===== config.mk =====
export PLATFORM = sky130hd
export DESIGN_NAME = sort_key_field_encoder
export DESIGN_NICKNAME = d
export VERILOG_FILES = /design/src/sv/skfe_pkg.sv /design/src/sv/skfe_xform.sv /design/src/sv/skfe_pack.sv /design/src/sv/skfe_serial.sv /design/src/sv/sort_key_field_encoder.sv
export VERILOG_INCLUDE_DIRS = /design/src /design/src/sv
export SDC_FILE = /design/constraint.sdc
export NUM_CORES = 1
export LEC_CHECK = 0
export BUFFER_PORTS_ARGS = -buffer_cell sky130_fd_sc_hd__buf_2
export CORE_MARGIN = 1.5
export CORE_UTILIZATION = 59
export CTS_BUF_LIST = sky130_fd_sc_hd__clkbuf_2 sky130_fd_sc_hd__clkbuf_4 sky130_fd_sc_hd__clkbuf_8
export DETAILED_ROUTE_END_ITERATION = 8
export GPL_TIMING_DRIVEN = 0
export PLACE_DENSITY = 0.78
export SLEW_MARGIN = 25
export SYNTH_ARGS = -nofsm -noshare
export SYNTH_HDL_FRONTEND = slang
export SYNTH_SLANG_ARGS = --single-unit

===== constraint.sdc =====
create_clock -name clk -period 14.3 [get_ports clk]
set_input_delay 4.29 -clock clk [delete_from_list [all_inputs] [get_ports clk]]
set_output_delay 4.29 -clock clk [all_outputs]
set_load 0.01 [all_outputs]

===== src/sv/assert_macros.svh =====
// assertion macros shared by the sort key encoder rtl
// depends on nothing; included by the modules that check their own logic
`ifndef ASSERT_MACROS_SVH
`define ASSERT_MACROS_SVH

// property checked on every rising clock edge outside reset
`define SKFE_ASSERT(label, clk, rst_n, prop, msg) \
  label: assert property (@(posedge clk) disable iff (!rst_n) prop) else $error(msg);

// condition that must never hold outside reset
`define SKFE_NEVER(label, clk, rst_n, cond, msg) \
  label: assert property (@(posedge clk) disable iff (!rst_n) !(cond)) else $error(msg);

`endif


===== src/sv/skfe_pkg.sv =====
// types, mode codes and float constants of the sort key encoder
// depends on nothing; used by every module of the encoder
`default_nettype none

package skfe_pkg;

  localparam int unsigned BYTE_W    = 8;
  localparam int unsigned WORD_W    = 64;
  localparam int unsigned MAX_BYTES = 9;
  localparam int unsigned BUF_W     = MAX_BYTES * BYTE_W;
  localparam int unsigned CNT_W     = 4;

  // field modes
  localparam logic [3:0] MODE_INT64     = 4'd0;
  localparam logic [3:0] MODE_INT32     = 4'd1;
  localparam logic [3:0] MODE_INT16     = 4'd2;
  localparam logic [3:0] MODE_INT8      = 4'd3;
  localparam logic [3:0] MODE_BOOL      = 4'd4;
  localparam logic [3:0] MODE_DOUBLE    = 4'd5;
  localparam logic [3:0] MODE_REAL      = 4'd6;
  localparam logic [3:0] MODE_STR_BYTE  = 4'd7;
  localparam logic [3:0] MODE_EMPTY_STR = 4'd8;

  localparam logic [63:0] DBL_EXP_MASK = 64'h7FF0_0000_0000_0000;
  localparam logic [63:0] DBL_MAN_MASK = 64'h000F_FFFF_FFFF_FFFF;
  localparam logic [63:0] DBL_QNAN     = 64'h7FF8_0000_0000_0000;
  localparam logic [63:0] SIGN64       = 64'h8000_0000_0000_0000;
  localparam logic [31:0] FLT_EXP_MASK = 32'h7F80_0000;
  localparam logic [31:0] FLT_MAN_MASK = 32'h007F_FFFF;
  localparam logic [31:0] FLT_QNAN     = 32'h7FC0_0000;
  localparam logic [31:0] SIGN32       = 32'h8000_0000;
  localparam logic [15:0] SIGN16       = 16'h8000;
  localparam logic [7:0]  SIGN8        = 8'h80;
  localparam logic [7:0]  BOOL_TRUE    = 8'h02;
  localparam logic [7:0]  BOOL_FALSE   = 8'h01;
  localparam logic [7:0]  ESC_BYTE     = 8'h01;

  typedef struct packed {
    logic [3:0]  mode;
    logic        is_null;
    logic [63:0] value;
    logic        null_last;
    logic        descending;
    logic        first_byte;
    logic        last_byte;
  } skfe_in_t;

  typedef struct packed {
    logic [7:0] out_byte;
    logic       end_of_run;
  } skfe_out_t;

  // stage 1 result: data bytes left-justified, presence byte apart
  typedef struct packed {
    logic              pres;
    logic [7:0]        pres_byte;
    logic              inv;
    logic [63:0]       dword;
    logic [CNT_W-1:0]  dcnt;
  } skfe_xf_t;

  // stage 2 result: whole run of bytes, first byte in the top lane
  typedef struct packed {
    logic [BUF_W-1:0] bytes;
    logic [CNT_W-1:0] total;
  } skfe_pk_t;

endpackage

`default_nettype wire


===== src/sv/skfe_xform.sv =====
// stage 1 of the sort key encoder: value transform per mode
// depends on skfe_pkg and assert_macros.svh
`default_nettype none
`include "assert_macros.svh"

module skfe_xform (
  input  wire logic              clk,
  input  wire logic              rst_n,
  input  wire logic              in_valid,
  output logic                   in_ready,
  input  wire skfe_pkg::skfe_in_t in_data,
  output logic                   xf_valid,
  input  wire logic              xf_ready,
  output skfe_pkg::skfe_xf_t     xf_data
);

  logic               valid_r;
  logic               valid_nxt;
  skfe_pkg::skfe_xf_t xf_r;
  skfe_pkg::skfe_xf_t xf_nxt;
  logic [63:0]        dbl_w;
  logic [63:0]        dbl_enc;
  logic [31:0]        flt_w;
  logic [31:0]        flt_enc;
  logic [7:0]         sbyte;
  logic               mode_ok;

  assign in_ready = !valid_r || xf_ready;
  assign mode_ok  = in_data.mode <= skfe_pkg::MODE_EMPTY_STR;

  // canonical nan, then sign handling
  always_comb begin
    dbl_w = in_data.value;
    if ((dbl_w & skfe_pkg::DBL_EXP_MASK) == skfe_pkg::DBL_EXP_MASK &&
        (dbl_w & skfe_pkg::DBL_MAN_MASK) != '0) begin
      dbl_w = skfe_pkg::DBL_QNAN;
    end
    dbl_enc = dbl_w[63] ? ~dbl_w : (dbl_w ^ skfe_pkg::SIGN64);
  end

  always_comb begin
    flt_w = in_data.value[31:0];
    if ((flt_w & skfe_pkg::FLT_EXP_MASK) == skfe_pkg::FLT_EXP_MASK &&
        (flt_w & skfe_pkg::FLT_MAN_MASK) != '0) begin
      flt_w = skfe_pkg::FLT_QNAN;
    end
    flt_enc = flt_w[31] ? ~flt_w : (flt_w ^ skfe_pkg::SIGN32);
  end

  assign sbyte = in_data.value[7:0];

  always_comb begin
    xf_nxt           = '0;
    xf_nxt.inv       = in_data.descending;
    xf_nxt.pres      = 1'b1;
    xf_nxt.pres_byte = {7'd0, in_data.is_null ? in_data.null_last : !in_data.null_last};
    if (!in_data.is_null) begin
      unique case (in_data.mode)
        skfe_pkg::MODE_INT64: begin
          xf_nxt.dword = in_data.value ^ skfe_pkg::SIGN64;
          xf_nxt.dcnt  = 4'd8;
        end
        skfe_pkg::MODE_INT32: begin
          xf_nxt.dword = {in_data.value[31:0] ^ skfe_pkg::SIGN32, 32'd0};
          xf_nxt.dcnt  = 4'd4;
        end
        skfe_pkg::MODE_INT16: begin
          xf_nxt.dword = {in_data.value[15:0] ^ skfe_pkg::SIGN16, 48'd0};
          xf_nxt.dcnt  = 4'd2;
        end
        skfe_pkg::MODE_INT8: begin
          xf_nxt.dword = {in_data.value[7:0] ^ skfe_pkg::SIGN8, 56'd0};
          xf_nxt.dcnt  = 4'd1;
        end
        skfe_pkg::MODE_BOOL: begin
          xf_nxt.dword = {in_data.value[0] ? skfe_pkg::BOOL_TRUE : skfe_pkg::BOOL_FALSE,
                          56'd0};
          xf_nxt.dcnt  = 4'd1;
        end
        skfe_pkg::MODE_DOUBLE: begin
          xf_nxt.dword = dbl_enc;
          xf_nxt.dcnt  = 4'd8;
        end
        skfe_pkg::MODE_REAL: begin
          xf_nxt.dword = {flt_enc, 32'd0};
          xf_nxt.dcnt  = 4'd4;
        end
        skfe_pkg::MODE_STR_BYTE: begin
          // terminator is the zero fill after the byte
          xf_nxt.pres = in_data.first_byte;
          if (sbyte[7:1] == 7'd0) begin
            xf_nxt.dword = {skfe_pkg::ESC_BYTE, sbyte, 48'd0};
            xf_nxt.dcnt  = 4'd2 + {3'd0, in_data.last_byte};
          end else begin
            xf_nxt.dword = {sbyte, 56'd0};
            xf_nxt.dcnt  = 4'd1 + {3'd0, in_data.last_byte};
          end
        end
        skfe_pkg::MODE_EMPTY_STR: begin
          xf_nxt.dword = '0;
          xf_nxt.dcnt  = 4'd1;
        end
        default: begin
          xf_nxt.dcnt = '0;
        end
      endcase
    end
  end

  // unused modes are dropped here
  assign valid_nxt = in_valid && mode_ok;

  always_ff @(posedge clk) begin
    if (!rst_n) begin
      valid_r <= 1'b0;
    end else if (in_ready) begin
      valid_r <= valid_nxt;
    end
    if (in_valid && in_ready) begin
      xf_r <= xf_nxt;
    end
  end

  assign xf_valid = valid_r;
  assign xf_data  = xf_r;

  `SKFE_ASSERT(a_xf_nonempty, clk, rst_n, valid_r |-> (xf_r.pres || xf_r.dcnt != '0), "stage 1 word with no bytes")
  `SKFE_ASSERT(a_xf_hold, clk, rst_n, (valid_r && !xf_ready) |=> (valid_r && $stable(xf_r)), "stage 1 lost a stalled word")

endmodule

`default_nettype wire


===== src/sv/skfe_pack.sv =====
// stage 2 of the sort key encoder: descending inversion and presence byte merge
// depends on skfe_pkg and assert_macros.svh
`default_nettype none
`include "assert_macros.svh"

module skfe_pack (
  input  wire logic               clk,
  input  wire logic               rst_n,
  input  wire logic               xf_valid,
  output logic                    xf_ready,
  input  wire skfe_pkg::skfe_xf_t xf_data,
  output logic                    pk_valid,
  input  wire logic               pk_ready,
  output skfe_pkg::skfe_pk_t      pk_data
);

  logic               valid_r;
  skfe_pkg::skfe_pk_t pk_r;
  skfe_pkg::skfe_pk_t pk_nxt;
  logic [63:0]        data_w;

  assign xf_ready = !valid_r || pk_ready;
  assign data_w   = xf_data.dword ^ {skfe_pkg::WORD_W{xf_data.inv}};

  always_comb begin
    pk_nxt.total = xf_data.dcnt + {3'd0, xf_data.pres};
    if (xf_data.pres) begin
      pk_nxt.bytes = {xf_data.pres_byte, data_w};
    end else begin
      pk_nxt.bytes = {data_w, 8'd0};
    end
  end

  always_ff @(posedge clk) begin
    if (!rst_n) begin
      valid_r <= 1'b0;
    end else if (xf_ready) begin
      valid_r <= xf_valid;
    end
    if (xf_valid && xf_ready) begin
      pk_r <= pk_nxt;
    end
  end

  assign pk_valid = valid_r;
  assign pk_data  = pk_r;

  `SKFE_ASSERT(a_pk_total, clk, rst_n, valid_r |-> (pk_r.total != '0 && pk_r.total <= 4'd9), "run length out of range")

endmodule

`default_nettype wire


===== src/sv/skfe_serial.sv =====
// stage 3 of the sort key encoder: byte serializer driving the output register
// depends on skfe_pkg and assert_macros.svh
`default_nettype none
`include "assert_macros.svh"

module skfe_serial (
  input  wire logic               clk,
  input  wire logic               rst_n,
  input  wire logic               pk_valid,
  output logic                    pk_ready,
  input  wire skfe_pkg::skfe_pk_t pk_data,
  output logic                    out_valid,
  input  wire logic               out_ready,
  output skfe_pkg::skfe_out_t     out_data
);

  logic [skfe_pkg::BUF_W-1:0] buf_r;
  logic [skfe_pkg::BUF_W-1:0] buf_nxt;
  logic [skfe_pkg::CNT_W-1:0] left_r;
  logic [skfe_pkg::CNT_W-1:0] left_nxt;
  logic                       load;
  logic                       shift;

  // a new run loads as the last byte of the current one leaves
  assign pk_ready = (left_r == '0) || (left_r == 4'd1 && out_ready);
  assign load     = pk_valid && pk_ready;
  assign shift    = (left_r != '0) && out_ready;

  always_comb begin
    buf_nxt  = buf_r;
    left_nxt = left_r;
    if (load) begin
      buf_nxt  = pk_data.bytes;
      left_nxt = pk_data.total;
    end else if (shift) begin
      buf_nxt  = {buf_r[skfe_pkg::BUF_W-skfe_pkg::BYTE_W-1:0], 8'd0};
      left_nxt = left_r - 4'd1;
    end
  end

  always_ff @(posedge clk) begin
    if (!rst_n) begin
      left_r <= '0;
    end else begin
      left_r <= left_nxt;
    end
    buf_r <= buf_nxt;
  end

  assign out_valid           = left_r != '0;
  assign out_data.out_byte   = buf_r[skfe_pkg::BUF_W-1 -: skfe_pkg::BYTE_W];
  assign out_data.end_of_run = left_r == 4'd1;

  `SKFE_ASSERT(a_run_continues, clk, rst_n, (out_valid && out_ready && !out_data.end_of_run) |=> out_valid, "run cut short")
  `SKFE_NEVER(a_no_overwrite, clk, rst_n, load && left_r > 4'd1, "run overwritten")

endmodule

`default_nettype wire


===== src/sv/sort_key_field_encoder.sv =====
// top level of the sort key field encoder
// depends on skfe_pkg, skfe_xform, skfe_pack and skfe_serial
`default_nettype none

// Encodes one key field (or one byte of a string field) per input word into
// key bytes whose unsigned byte order is the field's sort order, nulls first
// or last as asked, descending fields inverted after the presence byte.
// Words flow through two pipeline registers (mode transform, then inversion
// and presence merge) into a serializer that sends one byte per cycle while
// out_ready is high; the first byte of a word reaches the output once both
// registers and then the serializer buffer have taken it. A word's run has 9
// bytes for int64 and double, 5 for int32 and real, 3 for int16, 2 for int8,
// bool, null-free empty string, 1 for a null, 1 to 4 for a string byte. The
// serializer's byte rate sets the sustained rate; the two upstream registers
// each hold one more word while a run drains, and the next run starts in the
// cycle after the last byte of the current one is taken. A word with an
// unused mode (9 to 15) is taken and yields no bytes. end_of_run marks each
// run's last byte. No configuration and no state beyond the pipeline.
module sort_key_field_encoder (
  input  wire logic                clk,
  input  wire logic                rst_n,
  input  wire logic                in_valid,
  output logic                     in_ready,
  input  wire skfe_pkg::skfe_in_t  in_data,
  output logic                     out_valid,
  input  wire logic                out_ready,
  output skfe_pkg::skfe_out_t      out_data
);

  // stage 1 to stage 2
  logic               xf_valid;
  logic               xf_ready;
  skfe_pkg::skfe_xf_t xf_data;

  // stage 2 to serializer
  logic               pk_valid;
  logic               pk_ready;
  skfe_pkg::skfe_pk_t pk_data;

  // mode decode, nan canonicalization, sign flips, string escapes
  skfe_xform u_xform (
    .clk      (clk),
    .rst_n    (rst_n),
    .in_valid (in_valid),
    .in_ready (in_ready),
    .in_data  (in_data),
    .xf_valid (xf_valid),
    .xf_ready (xf_ready),
    .xf_data  (xf_data)
  );

  // descending inversion of data bytes, presence byte in front
  skfe_pack u_pack (
    .clk      (clk),
    .rst_n    (rst_n),
    .xf_valid (xf_valid),
    .xf_ready (xf_ready),
    .xf_data  (xf_data),
    .pk_valid (pk_valid),
    .pk_ready (pk_ready),
    .pk_data  (pk_data)
  );

  // one byte per cycle out of the run buffer while out_ready is high
  skfe_serial u_serial (
    .clk       (clk),
    .rst_n     (rst_n),
    .pk_valid  (pk_valid),
    .pk_ready  (pk_ready),
    .pk_data   (pk_data),
    .out_valid (out_valid),
    .out_ready (out_ready),
    .out_data  (out_data)
  );

endmodule

`default_nettype wire


==> reports/results.tsv <==
metric	value	unit
status	completed	
initial antenna violation count	0	
height of the die	146	um
crit-path max cell delay	460	ps
IO Pins	88	
total power	1.89	mW
routability cong.	1.03	
total die area	21500	sq um
area grow syn2layout	12.7	%
Inserted Clock Buffers	35	
critical path launch point type	input pin	
Hold Fails Final Rpt	0	
max_slew headroom	28.9	%
YS warnings	0	
Final Setup Violations	0	
Peak supply drop	70.3	uV
Buf/Inv on CP	2	
drt drc	0	
Final #Nets	1302	
crit path cell chain	buf_2, a21o_1, a21boi_0, nand2_1, buf_2	
ratio of cells with drive above 1 in the final layout	13.7	%
cell family with most CP delay	compound AO/OA/AOI/OAI gates	
worst slew pin tran	1060	ps
fin util	67.7	%
Fin Setup TNS	0	ps
max cap viols	0	
largest net degree at the start of global routing	61	
Final HPWL DP	25600	um
final non-filler cell total	1513	
Clock Pin Slew Worst Setup and Hold Paths	60	ps
port bufs	76	
# Post-CTS Setup Buffers	0	
hold buffers post-CTS	0	
CTS Root Cell	clkbuf_8	
wire per inst	22.9	um
Initial Util	60.0	%
DR vias/cell	6.09	
Power per Cell Area	138	nW/um^2
RSZ-0062 raised after global routing	no	
leakage power	5.13	nW
Rows	52	
latest clock arrival within the worst-skew pair	520	ps
Detailed Routing Iterations Pass 1	6	
via count	9216	
Max Buffers Root-to-Sink	3	
Slew Limit Fails	0	
cells after synthesis	1101	
Placed Cells	1453	
Setup crit end kind	output pin	
Achievable Freq	103	MHz
H-tree levels	2	
syn nets	1183	
clk sink count	225	
slowest CP cell	a21boi_0	
First DRT Iteration DRCs	890	
Worst EP arrival	5400	ps
first-pass GRT wire length	52400	um
skew final	18.3	ps
Core ar.	20200	sq um
Antenna Nets Post-Route	0	
CP Class	input pin to output pin	
period utilisation layout	67.8	%
Worst path most repeated cell	buf_2	
post_cts resized	0	
Total Routing Usage GR	32.5	%
Seq/Total Area, Yosys	55.1	%
final WL	34600	um
min cycle time layout	9690	ps
vias in the first global route	9036	
Required @ worst endpoint	10010	ps
Diodes inserted	0	
post-synthesis sequential element count	225	
Main synth FF type	edfxtp_1	
TritonCTS clock tree	yes	
syn avg cell area	11.0	sq um
worst hold path type	flop to flop	
Synth cell types	62	
Die Wd	146	um
total grt overflow	0	
post-synthesis cell area	12100	sq um
FFs w/ async S/R, synth	0	%
EDFF count, synth	219	
CP max FO	4	
Yosys cell counts, drive strengths merged (4+ instances only):
cell type / number / area [sq um]
nor4: 16 / 113
or2: 7 / 43.8
o221ai: 17 / 149
o21ai: 20 / 100
nor3b: 6 / 45.0
ha: 5 / 62.6
a22o: 17 / 149
nand3b: 4 / 30.0
o22ai: 4 / 25.0
a21oi: 49 / 245
a2111o: 32 / 360
inv: 10 / 37.5
xor2: 16 / 140
a21boi: 5 / 37.5
nand4: 11 / 68.8
o21a: 4 / 30.0
xnor2: 109 / 955
nor3: 8 / 40.0
a222oi: 5 / 50.1
nand3: 8 / 40.0
nand2: 261 / 982
edfxtp: 219 / 6580
a31oi: 4 / 25.0
and2: 20 / 125
nor2: 19 / 71.3
clkbuf: 73 / 275
buf: 29 / 174
mux2i: 60 / 601
a2bb2oi: 10 / 87.6
dfxtp: 6 / 120
sequential cells by signal, indices dropped and copies added, names as in the netlist:
register and flops:
u_serial.left_r 4, u_pack.pk_valid 1, u_xform.xf_valid 1, u_xform.xf_data 71, u_serial.buf_r 72, u_pack.pk_data 76
routing by layer:
layer / share of wire, % / track usage [%] / vias up
met3: 8.1 / 4.78 / 90
met4: 4.4 / 14.7 / 0
met1: 41 / 43.0 / 4421
li1: - / - / 4246
met2: 46 / 53.3 / 459
met5: 0 / 0 / -
path summary, 6_finish.rpt:
kind | start | endpoint | slack, ps | cells after the start
max | out_ready | in_ready | 4610 | 5
min | u_pack.pk_data[14] | u_serial.buf_r[10] | 500 | 2
max reg2reg | u_serial.left_r[0] | u_serial.left_r[3] | 11700 | 8
min reg2reg | u_pack.pk_data[14] | u_serial.buf_r[10] | 500 | 2
worst register-to-register path, cell delays in order, from the launching register on:
cell and delay, ps:
dfxtp_1 350, inv_1 80, ha_1 220, nor3b_1 320, mux2i_1 600, inv_4 350
o311ai_0 220, a21boi_0 160, o21a_1 190
per-stage QoR:
stage | setup WS (ps) | hold slack, ps | instance area [sq um]
6_report | 4610 | 503 | 13700
3_5_place_dp | 4620 | 492 | 13000
4_1_cts | 4610 | 503 | 13700
2_1_floorplan | 5150 | 455 | 12100
5_1_grt | 4530 | 527 | 13700
3_3_place_gp | 4340 | 463 | 12900
power by group:
group	switching, mW	internal (mW)
combinational	0.256	0.142
sequential	0.0505	0.922
clock	0.238	0.282
total	0.545	1.35
layout by cell type, fill, tap and decap left out, types with 7 or more instances in the layout:
| cell | instances |
|---|---|
| edfxtp_1 | 219 |
| clkinv_1 | 9 |
| buf_4 | 9 |
| xor2_1 | 16 |
| xnor2_1 | 109 |
| o21ai_0 | 18 |
| inv_1 | 9 |
| nor3_1 | 8 |
| a2bb2oi_1 | 10 |
| a21oi_1 | 49 |
| mux2i_1 | 60 |
| clkbuf_8 | 36 |
| nor4_1 | 13 |
| nand4_1 | 11 |
| nor2_1 | 19 |
| o221ai_1 | 17 |
| clkinv_2 | 7 |
| buf_2 | 80 |
| and2_1 | 19 |
| or2_2 | 7 |
| clkbuf_1 | 72 |
| nand3_1 | 8 |
| nand2_1 | 260 |
| a2111o_1 | 32 |
| a22o_1 | 17 |
| buf_1 | 13 |
cell families after synthesis:
logic type                 share of synthesized area [%]
DFF                                                 55.1
adders and majority gates                          0.515
xor gates and xnor gates                            9.01
buffers and inverters                               4.01
AOI/OAI and AO/OA                                   12.2
and+or+nand+nor                                     14.2
muxes                                               4.94
cell type report:
| class | instances | area [sq um] |
|---|---|---|
| timing repair buffer | 82 | 503 |
| buffer | 102 | 449 |
| inverter | 10 | 40.0 |
| fill | 1471 | 6540 |
| sequential | 225 | 6700 |
| tap | 270 | 338 |
| clock inverter | 20 | 145 |
| multi-input combinational | 764 | 4990 |
| clock buffer | 40 | 526 |
(Power assumes the default switching activity.)
